[config.mk]
export PLATFORM = sky130hd
export DESIGN_NAME = nic_rx_ring_deframer
export DESIGN_NICKNAME = d
export VERILOG_FILES = /design/src/rtl/nrd_pkg.sv /design/src/rtl/nrd_parser.sv /design/src/rtl/nrd_out_stage.sv /design/src/rtl/nic_rx_ring_deframer.sv
export SDC_FILE = /design/constraint.sdc
export NUM_CORES = 1
export LEC_CHECK = 0
export BUFFER_PORTS_ARGS = -buffer_cell sky130_fd_sc_hd__buf_4
export CAP_MARGIN = 10
export CORE_UTILIZATION = 40
export DETAILED_ROUTE_END_ITERATION = 10
export SLEW_MARGIN = 20
export SYNTH_ARGS = -nofsm -noshare
export SYNTH_HDL_FRONTEND = slang
export SYNTH_SLANG_ARGS = --single-unit
[constraint.sdc]
create_clock -name clk -period 13.7 [get_ports clk]
set_input_delay 1.37 -clock clk [delete_from_list [all_inputs] [get_ports clk]]
set_output_delay 1.37 -clock clk [all_outputs]
set_load 0.005 [all_outputs]
[src/rtl/nrd_pkg.sv]
package nrd_pkg;

  localparam int RING_BYTES = 32768;

  localparam int OFFSET_W = 15;
  localparam int LEN_W = 14;
  localparam int STATUS_W = 16;
  localparam int BYTE_W = 8;
  localparam int KIND_W = 2;
  localparam int CFG_INDEX_W = 1;
  localparam int CFG_DATA_W = 14;
  localparam int OUT_DATA_W = 56;

  localparam logic [15:0] LEN_MIN = 16'd60;
  localparam logic [LEN_W-1:0] CRC_BYTES = 14'd4;
  localparam logic [STATUS_W-1:0] STATUS_OK = 16'h0001;
  localparam logic [LEN_W-1:0] MAX_LEN_RESET = 14'd16379;

  localparam logic [CFG_INDEX_W-1:0] CFG_RX_ENABLE = 1'b0;
  localparam logic [CFG_INDEX_W-1:0] CFG_MAX_LEN = 1'b1;

  typedef enum logic [KIND_W-1:0] {
    KIND_PAYLOAD    = 2'd0,
    KIND_FRAME_END  = 2'd1,
    KIND_BAD_HEADER = 2'd2
  } kind_t;

  typedef enum logic {
    PH_HEADER = 1'b0,
    PH_BODY   = 1'b1
  } phase_t;

  typedef struct packed {
    kind_t                kind;
    logic [BYTE_W-1:0]    data_byte;
    logic [LEN_W-1:0]     frame_length;
    logic [OFFSET_W-1:0]  next_offset;
    logic [STATUS_W-1:0]  status_word;
  } result_t;

endpackage

[src/rtl/nrd_parser.sv]
module nrd_parser
  import nrd_pkg::*;
(
  input  logic                   clk,
  input  logic                   rst,
  input  logic                   in_take,
  input  logic [BYTE_W-1:0]      in_byte,
  input  logic                   cfg_we,
  input  logic [CFG_INDEX_W-1:0] cfg_idx,
  input  logic [CFG_DATA_W-1:0]  cfg_wdata,
  output logic                   res_valid,
  output result_t                res
);

  logic               rx_enable;
  logic [LEN_W-1:0]   max_len;

  phase_t             phase, phase_next;
  logic [1:0]         header_index, header_index_next;
  logic [STATUS_W-1:0] header_status, header_status_next;
  logic [LEN_W-1:0]   header_length, header_length_next;
  logic [LEN_W-1:0]   bytes_left, bytes_left_next;
  logic [LEN_W-1:0]   payload_count, payload_count_next;
  logic [OFFSET_W-1:0] ring_offset, ring_offset_next;

  logic [16:0]        off_inc;
  logic [15:0]        len16;
  logic               bad_header;
  logic [LEN_W-1:0]   pkt_full;
  logic [LEN_W-1:0]   pkt;
  logic [14:0]        len_round;
  logic               step;

  assign step = in_take && rx_enable;

  assign off_inc = {2'b00, ring_offset} + 17'd1;
  assign ring_offset_next = (off_inc == 17'(RING_BYTES)) ? '0 : off_inc[OFFSET_W-1:0];

  assign len16 = {in_byte, header_length[7:0]};
  assign bad_header = ((header_status & STATUS_OK) == '0) || (len16 < LEN_MIN)
                      || (in_byte[7:6] != 2'b00);
  assign pkt_full = len16[LEN_W-1:0] - CRC_BYTES;
  assign pkt = (pkt_full > max_len) ? max_len : pkt_full;
  // round header plus length (CRC included) up to the next dword boundary
  assign len_round = ({1'b0, len16[LEN_W-1:0]} + 15'd7) & ~15'd3;

  always_ff @(posedge clk) begin
    if (rst) begin
      rx_enable <= 1'b0;
      max_len   <= MAX_LEN_RESET;
    end else if (cfg_we) begin
      unique case (cfg_idx)
        CFG_RX_ENABLE: rx_enable <= cfg_wdata[0];
        CFG_MAX_LEN:   max_len   <= cfg_wdata;
        default: ;
      endcase
    end
  end

  // next state
  always_comb begin
    phase_next         = phase;
    header_index_next  = header_index;
    header_status_next = header_status;
    header_length_next = header_length;
    bytes_left_next    = bytes_left;
    payload_count_next = payload_count;
    if (phase == PH_HEADER) begin
      unique case (header_index)
        2'd0: begin
          header_status_next = {8'h00, in_byte};
          header_index_next  = 2'd1;
        end
        2'd1: begin
          header_status_next = {in_byte, header_status[7:0]};
          header_index_next  = 2'd2;
        end
        2'd2: begin
          header_length_next = {6'd0, in_byte};
          header_index_next  = 2'd3;
        end
        default: begin
          header_index_next = 2'd0;
          if (bad_header) begin
            header_length_next = '0;
          end else begin
            header_length_next = pkt;
            payload_count_next = pkt;
            bytes_left_next    = LEN_W'(len_round - 15'd5);
            phase_next         = PH_BODY;
          end
        end
      endcase
    end else begin
      if (bytes_left == '0) begin
        phase_next         = PH_HEADER;
        header_index_next  = 2'd0;
        payload_count_next = '0;
      end else begin
        bytes_left_next = bytes_left - 14'd1;
        if (payload_count != '0) begin
          payload_count_next = payload_count - 14'd1;
        end
      end
    end
  end

  // result for this item
  always_comb begin
    res_valid = 1'b0;
    res       = '{kind: KIND_PAYLOAD, data_byte: '0, frame_length: '0,
                  next_offset: '0, status_word: '0};
    if (step) begin
      if (phase == PH_HEADER) begin
        if (header_index == 2'd3 && bad_header) begin
          res_valid       = 1'b1;
          res.kind        = KIND_BAD_HEADER;
          res.next_offset = ring_offset_next;
          res.status_word = header_status;
        end
      end else if (bytes_left == '0) begin
        res_valid        = 1'b1;
        res.kind         = KIND_FRAME_END;
        res.frame_length = header_length;
        res.next_offset  = ring_offset_next;
        res.status_word  = header_status;
      end else if (payload_count != '0) begin
        res_valid     = 1'b1;
        res.kind      = KIND_PAYLOAD;
        res.data_byte = in_byte;
      end
    end
  end

  always_ff @(posedge clk) begin
    if (rst) begin
      phase         <= PH_HEADER;
      header_index  <= '0;
      header_status <= '0;
      header_length <= '0;
      bytes_left    <= '0;
      payload_count <= '0;
      ring_offset   <= '0;
    end else if (step) begin
      phase         <= phase_next;
      header_index  <= header_index_next;
      header_status <= header_status_next;
      header_length <= header_length_next;
      bytes_left    <= bytes_left_next;
      payload_count <= payload_count_next;
      ring_offset   <= ring_offset_next;
    end
  end

endmodule

[src/rtl/nrd_out_stage.sv]
module nrd_out_stage
  import nrd_pkg::*;
(
  input  logic    clk,
  input  logic    rst,
  input  logic    res_valid,
  input  result_t res,
  output logic    in_ready,
  output logic    out_valid,
  input  logic    out_ready,
  output result_t out_res
);

  logic    skid_valid;
  result_t skid_res;

  assign in_ready = !skid_valid;

  always_ff @(posedge clk) begin
    if (rst) begin
      out_valid  <= 1'b0;
      skid_valid <= 1'b0;
    end else if (!out_valid || out_ready) begin
      // output slot frees up: drain the skid first
      if (skid_valid) begin
        out_valid  <= 1'b1;
        out_res    <= skid_res;
        skid_valid <= 1'b0;
      end else begin
        out_valid <= res_valid;
        out_res   <= res;
      end
    end else if (res_valid) begin
      // hold the new item while the output stalls
      skid_valid <= 1'b1;
      skid_res   <= res;
    end
  end

endmodule

[src/rtl/nic_rx_ring_deframer.sv]
// Channel   Dir  Signals                         Payload
// s_axis    in   tvalid tready tdata[7:0]        ring_byte
// m_axis    out  tvalid tready tdata[55:0] tuser kind; data/length/offset/status
// cfg       in   valid ready index data          0 rx_enable, 1 max_len
//
// One ring byte per cycle while s_axis_tready is high; results are registered.
// The parser state is a single register set updated per byte taken with rx_enable set.
// A two-entry output register with skid keeps s_axis_tready up during an m_axis
// stall; it drops only when both entries are full.
// rst is synchronous: header phase, offset zero, receiver disabled.
module nic_rx_ring_deframer
  import nrd_pkg::*;
(
  input  logic                   clk,
  input  logic                   rst,
  input  logic                   s_axis_tvalid,
  output logic                   s_axis_tready,
  input  logic [BYTE_W-1:0]      s_axis_tdata,   // [7:0] ring_byte
  output logic                   m_axis_tvalid,
  input  logic                   m_axis_tready,
  output logic [OUT_DATA_W-1:0]  m_axis_tdata,   // [7:0] data_byte, [21:8] frame_length,
                                                 // [36:22] next_offset, [52:37] status_word
  output logic [KIND_W-1:0]      m_axis_tuser,   // [1:0] kind
  input  logic                   cfg_valid,
  output logic                   cfg_ready,
  input  logic [CFG_INDEX_W-1:0] cfg_index,
  input  logic [CFG_DATA_W-1:0]  cfg_data
);

  logic    res_valid;
  result_t res;
  result_t out_res;
  logic    in_ready;

  assign s_axis_tready = in_ready;
  assign cfg_ready     = 1'b1;

  nrd_parser u_parser (
    .clk       (clk),
    .rst       (rst),
    .in_take   (s_axis_tvalid && in_ready),
    .in_byte   (s_axis_tdata),
    .cfg_we    (cfg_valid),
    .cfg_idx   (cfg_index),
    .cfg_wdata (cfg_data),
    .res_valid (res_valid),
    .res       (res)
  );

  nrd_out_stage u_out (
    .clk       (clk),
    .rst       (rst),
    .res_valid (res_valid),
    .res       (res),
    .in_ready  (in_ready),
    .out_valid (m_axis_tvalid),
    .out_ready (m_axis_tready),
    .out_res   (out_res)
  );

  assign m_axis_tdata = {3'b000, out_res.status_word, out_res.next_offset,
                         out_res.frame_length, out_res.data_byte};
  assign m_axis_tuser = out_res.kind;

endmodule

==> results of run 1 <==
## registers in the layout, summed over array words and instances (netlist names)
name and cells:
u_out.out_res 55, u_out.skid_res 55, u_parser.header_status 16, u_parser.ring_offset 15, u_parser.bytes_left 14, u_parser.header_length 14
u_parser.max_len 14, u_parser.payload_count 14, u_parser.header_index 2, u_out.out_valid 1, u_out.skid_valid 1, u_parser.phase 1
u_parser.rx_enable 1
## worst max path at each step
stage,to,slack [ns],cells after the start
after floorplan,u_out.skid_res[0]$_DFFE_PP_,6.72,5
after global placement,u_out.skid_res[24]$_DFFE_PP_,9.28,6
after detailed placement,u_out.skid_res[24]$_DFFE_PP_,9.23,6
after CTS,u_out.skid_res[24]$_DFFE_PP_,9.75,6
after global routing,u_parser.payload_count[13]$_SDFFE_PP0P_,9.41,15
final,u_out.skid_res[27]$_DFFE_PP_,9.81,6
## placed cells by master, fill, tap and decap left out, types with 33 or more instances in the layout
| cell type | count |
|---|---|
| o21ai_0 | 35 |
| nand2_1 | 63 |
| nor2_1 | 73 |
| dfxtp_1 | 91 |
| a21oi_1 | 40 |
| and2_1 | 33 |
| buf_4 | 92 |
| inv_1 | 46 |
| a21o_1 | 55 |
| edfxtp_1 | 110 |
## metrics by stage
| stage | utilization (%) | total power [mW] | instance area (sq um) |
|---|---|---|---|
| final | 47.0 | 1.34 | 11900 |
| after global routing | 47.0 | 1.39 | 11900 |
| after CTS | 47.0 | 1.36 | 11900 |
| after detailed placement | 44.0 | 0.733 | 11100 |
| after global placement | 44.0 | 0.732 | 11100 |
| after floorplan | - | 0.705 | 10300 |
## kinds of logic (layout without fill, tap and decap cells)
| group | after synthesis | in the layout | synth area share (%) |
|---|---|---|---|
| mux | 19 | 19 | 1.86 |
| flops | 203 | 203 | 50.1 |
| buf+inv | 117 | 180 | 4.86 |
| fa+ha+maj | 26 | 26 | 3.16 |
| simple gates | 339 | 339 | 17.7 |
| xor+xnor | 55 | 55 | 4.67 |
| other cells | 2 | 4 | 0.0729 |
| compound gates | 257 | 257 | 17.5 |
## worst max-delay path, cell delays in order
cell and delay, ns:
buf_4 0.08, nand3b_1 0.62, a21oi_2 1.05, o22ai_2 0.21, nor3_2 0.17, buf_4 0.49
## metal layers
layer / wire, microns / up-vias
met3: 1340 / 45
met4: 577 / 0
met2: 11200 / 201
met1: 11500 / 3635
li1: - / 3816
met5: 0 / -
## where the power goes
part | internal (mW) | switching, mW
Combinational | 0.0289 | 0.0390
Clock | 0.361 | 0.261
Sequential | 0.647 | 0.00508
Total | 1.04 | 0.305
## cell type report
| class | count | share of cell area, % |
|---|---|---|
| flip-flops and latches | 203 | 43.5 |
| inverters | 46 | 1.45 |
| well taps | 330 | 3.48 |
| clock buffers | 26 | 5.12 |
| repair buffers | 92 | 5.82 |
| multi-input cells | 700 | 39.3 |
| clock inverters | 16 | 1.30 |
==> results by group, run 1 <==
Run status
  • Outcome: finished, final reports clean

GRT
  • Global-route wire length before repair: 39700 microns
  • Largest net degree at the start of global routing: 59
  • GRT overflow: 0
  • Number of global-route vias before repair: 7443
  • Global-route met2 utilization: 30.8%
  • Met1 usage: 25.2%
  • GRT busiest layer: met2
  • GRT Overall Usage: 18.8%
  • Initial antenna violation count: 0
  • GRT met3 Usage: 3.16%

Setup path
  • R2r endpoint: u_parser.payload_count[12]$_SDFFE_PP0P_
  • Crit path required time: 13.85 ns
  • Worst Setup End Kind: flop
  • CP Launch Point: s_axis_tvalid
  • R2r worst-path depth: 15
  • R2R setup slack: 9.81 ns
  • Reg2reg start: u_parser.header_length[2]$_SDFFE_PP0P_
  • Critical path class: in2reg
  • Startpoint class of the critical path: input port
  • Critical Path AT: 4.04 ns
  • Crit path max fanout: 40

Timing
  • Setup Skew: 0.0219 ns
  • FMAX: 0.257 GHz
  • Part of the cycle the worst path needs: 28.4%
  • RSZ-0062 raised after global routing: false
  • Max_slew headroom: 31.8%
  • Tmin final: 3.89 ns
  • Slew Limit Fails: 0
  • Setup ws final: 9.81 ns
  • Hold violation total from the final report: 0
  • Worst-margin pin slew: 1.02 ns
  • Setup violators final: 0
  • TNS Setup: 0 ns
  • Fin Hold WS: 0.441 ns

Clocking
  • Clk root buf: clkbuf_16
  • CTS tree: yes
  • Clk pin slew, worst setup/hold paths: 0.06 ns
  • Post-CTS Resized: 0
  • Setup bufs post-CTS: 0
  • CTS H-tree depth: 1
  • Hold_buf cts: 0
  • Num Clock Sinks: 203
  • Clock latency on the worst-skew pair: 0.53 ns
  • Number of buffers created by CTS: 23
  • Clk buf depth: 3

Synth
  • Post-synth top flop: edfxtp_1
  • Post-Syn Area: 0.0103 sq mm
  • Cells after Synth: 1018
  • Ys Warns: 0
  • Post-synthesis area per instance: 10.1 sq um
  • Top-count cell post-synth: edfxtp_1
  • Synth area leaders: edfxtp_1 (32%), dfxtp_1 (18%), a21o_1 (4.0%), ha_1 (3.2%), nor2_1 (2.7%)
  • Post-synth EDFFs: 110
  • Register area share after synthesis: 50.1%
  • Synth area leader: edfxtp_1
  • Area share of the largest cell type after synthesis: 32.1%
  • Most frequent cells after synthesis: edfxtp_1 (110), dfxtp_1 (93), nor2_1 (73)
  • Post-synthesis register bit count: 203
  • Synth cell types: 76
  • Asr flop ratio synth: 0%

Hold path
  • Hold path depth: 2
  • Min-Delay Path Class: reg2reg
  • WHS Endpoint: u_parser.header_length[11]$_SDFFE_PP0P_
  • HP Start: u_parser.header_length[11]$_SDFFE_PP0P_

Drt
  • Final WL: 24700 microns
  • WL per Instance: 17.5 microns
  • Initial DRT Pass Iterations: 5
  • Via-per-instance ratio: 5.45
  • Final antenna-violating net count: 0
  • Residual DRC: 0
  • Via count: 7697
  • Initial DRC count: 709

Placement
  • Place WS: 9.23 ns
  • PortBufs: 84
  • Placed Instances: 1371
  • Detail Placement HPWL: 16700 microns
  • Gpl congestion: 0.913

Pwr
  • VDD IR max: 77.1 uV
  • LEAKAGE: 4.91 nW
  • Power per cell area: 113 mW/mm^2

Floorplan
  • Die ar.: 0.0264 sq mm
  • # IOs: 89
  • Core ar.: 0.0253 sq mm
  • Die Wd: 163 microns
  • Initial Util: 40.8%
  • Height of the die: 163 microns
  • Row count: 58

Final layout
  • Area of the multi-input gates: 0.00467 sq mm
  • Fin cells: 1413
  • # fillers: 2378
  • Area growth syn-to-layout: 15.2%
  • Sequential cell area: 0.00517 sq mm
  • Nets: 1120
  • # diodes: 0
  • Layout cells sized above 1: 15.0%

Run
  • Max_cap viols: 0
Note: power is estimated with default switching activity, not from simulation.
==> run 2, diff against run 1 <==
==> constraint.sdc (replaced) <==
create_clock -name clk -period 3.87 [get_ports clk]
set_input_delay 0.387 -clock clk [delete_from_list [all_inputs] [get_ports clk]]
set_output_delay 0.387 -clock clk [all_outputs]
set_load 0.005 [all_outputs]
==> results by group, run 2 (same netlist as run 1, synthesis figures left out) <==
Timing
  • Setup violators final: 0
  • TNS Setup: 0 ns
  • Worst-margin pin slew: 0.766 ns
  • FMAX: 0.280 GHz
  • Fin Hold WS: 0.127 ns
  • Part of the cycle the worst path needs: 92.1%
  • RSZ-0062 raised after global routing: false
  • Setup ws final: 0.304 ns
  • Tmin final: 3.57 ns
  • Hold violation total from the final report: 0
  • Max_slew headroom: 48.8%
  • Slew Limit Fails: 0
  • Setup Skew: 0.0154 ns

Floorplan
  • Row count: 58
  • # IOs: 89
  • Die Wd: 163 microns
  • Core ar.: 0.0253 sq mm
  • Initial Util: 40.8%
  • Height of the die: 163 microns
  • Die ar.: 0.0264 sq mm

Clocking
  • Number of buffers created by CTS: 24
  • CTS tree: yes
  • Clk root buf: clkbuf_16
  • CTS H-tree depth: 1
  • Num Clock Sinks: 203
  • Clk buf depth: 3
  • Clk pin slew, worst setup/hold paths: 0.06 ns
  • Clock latency on the worst-skew pair: 0.51 ns

Pwr
  • VDD IR max: 321 uV
  • LEAKAGE: 5.04 nW
  • Power Total: 5.09 mW
  • Power per cell area: 417 mW/mm^2

Setup path
  • Startpoint class of the critical path: flop
  • Worst Setup End Kind: flop
  • Crit path max fanout: 11
  • Critical path class: reg2reg
  • R2R setup slack: 0.30 ns
  • R2r endpoint: u_parser.header_length[5]$_SDFFE_PP0P_
  • Critical Path AT: 3.93 ns
  • R2r worst-path depth: 15
  • Crit path required time: 4.24 ns
  • Reg2reg start: u_parser.header_length[3]$_SDFFE_PP0P_
  • Cells along the critical path: inv_1 -> ha_1 -> nor3b_1 -> nand3_1 -> or3_1 -> xor2_1 -> inv_1 -> ha_1 -> nand4_1 -> nor2_1 -> o31ai_1 -> a21oi_4 -> buf_4 -> mux2i_1 -> a211oi_1
  • Worst path max stage delay: 0.39 ns
  • Crit-path slowest cell: a21oi_4

Drt
  • Initial DRT Pass Iterations: 5
  • Final antenna-violating net count: 0
  • Via count: 8039
  • Initial DRC count: 674
  • WL per Instance: 18.2 microns
  • Residual DRC: 0
  • Via-per-instance ratio: 5.59
  • Final WL: 26200 microns

Placement
  • PortBufs: 84
  • Detail Placement HPWL: 18100 microns
  • Place WS: 0.156 ns
  • Gpl congestion: 0.878
  • Placed Instances: 1393

GRT
  • Global-route wire length before repair: 42000 microns
  • GRT overflow: 0
  • GRT Overall Usage: 20.1%
  • Largest net degree at the start of global routing: 59
  • Number of global-route vias before repair: 7708
  • Initial antenna violation count: 0

Hold path
  • Hold path depth: 3
  • Min-Delay Path Class: in2reg
  • WHS Endpoint: u_parser.rx_enable$_SDFFE_PP0P_
  • HP Start: cfg_data[0]

Final layout
  • Nets: 1143
  • Top flop regs: u_out.out_res x55, u_out.skid_res x55, u_parser.header_status x16
  • Area growth syn-to-layout: 18.5%
  • Most common cell after layout, fill and taps aside: buf_4
  • Fin cells: 1437
  • Layout cells sized above 1: 16.7%
  • # diodes: 0
  • Most frequent cells in the layout: buf_4 (113), edfxtp_1 (110), dfxtp_1 (91)

Run status
  • Outcome: finished, final reports clean

Run
  • Max_cap viols: 0
run 2: changes by cell type in the layout (fill, tap and decap cells not counted), moves of 2 or more:
cell / before / now
a21oi_2: 3 / 1
clkinv_2: 6 / 3
inv_6: 3 / 1
buf_4: 92 / 113
bufinv_16: 2 / 6
clkinv_4: 3 / 0
clkinv_1: 1 / 3
clkbuf_8: 0 / 3
run 2: per-stage QoR:
step	cell area (sq um)	util (%)
CTS	12200	48.3
finish	12200	48.4
global placement	11300	44.7
detailed placement	11300	44.7
floorplan	10300	-
global route	12200	48.4
run 2: where the power goes:
group	internal (mW)	total, mW	switching [mW]	leakage, nW
sequential	2.29	2.31	0.0198	1.77
combinational	0.109	0.255	0.147	2.83
clock	1.63	2.52	0.891	0.438
run 2: worst max path at each step:
stage | end | depth (start not counted) | start | slack, ns
finish | u_parser.header_length[5]$_SDFFE_PP0P_ | 15 | u_parser.header_length[3]$_SDFFE_PP0P_ | 0.30
global route | u_parser.header_length[7]$_SDFFE_PP0P_ | 15 | u_parser.header_length[2]$_SDFFE_PP0P_ | 0.0008
CTS | u_parser.header_length[7]$_SDFFE_PP0P_ | 15 | u_parser.header_length[3]$_SDFFE_PP0P_ | 0.12
detailed placement | u_parser.header_length[7]$_SDFFE_PP0P_ | 15 | u_parser.header_length[3]$_SDFFE_PP0P_ | 0.16
global placement | u_parser.header_length[0]$_SDFFE_PP0P_ | 15 | u_parser.header_length[2]$_SDFFE_PP0P_ | 0.31
floorplan | u_out.skid_res[0]$_DFFE_PP_ | 9 | u_parser.bytes_left[0]$_SDFFE_PP0P_ | 0.006
run 2: cell type report:
class                           instances  area [sq um]
Fill cell                            2360         13000
Timing Repair Buffer                  114           868
Sequential cell                       203          5170
Tap cell                              330           413
Clock buffer                           30           674
Clock inverter                         14           223
Multi-Input combinational cell        700          4690
Inverter                               46           173
run 2: critical path, delay by kind of cell (launching register included):
family          cells  cell delay, ns
flops               1            0.36
mux                 1            0.27
compound gates      3            0.61
fa+ha+maj           2            0.52
simple gates        5            1.07
buf+inv             3            0.42
xor+xnor            1            0.18
run 2: per-layer routing:
metal | wire length, microns | part of all wire [%] | track usage [%] | up-vias
li1 | - | - | - | 3859
met1 | 12200 | 47 | 27.9 | 3853
met2 | 11800 | 45 | 32.1 | 268
met3 | 1520 | 5.8 | 3.18 | 59
met4 | 686 | 2.6 | 6.26 | 0
met5 | 0 | 0 | 0 | -
run 2: what timing repair did:
item,CTS,global route
gates resized for setup,0,2
hold buffers,0,0
buffers inserted,0,0
endpoints found under the setup margin,0,18
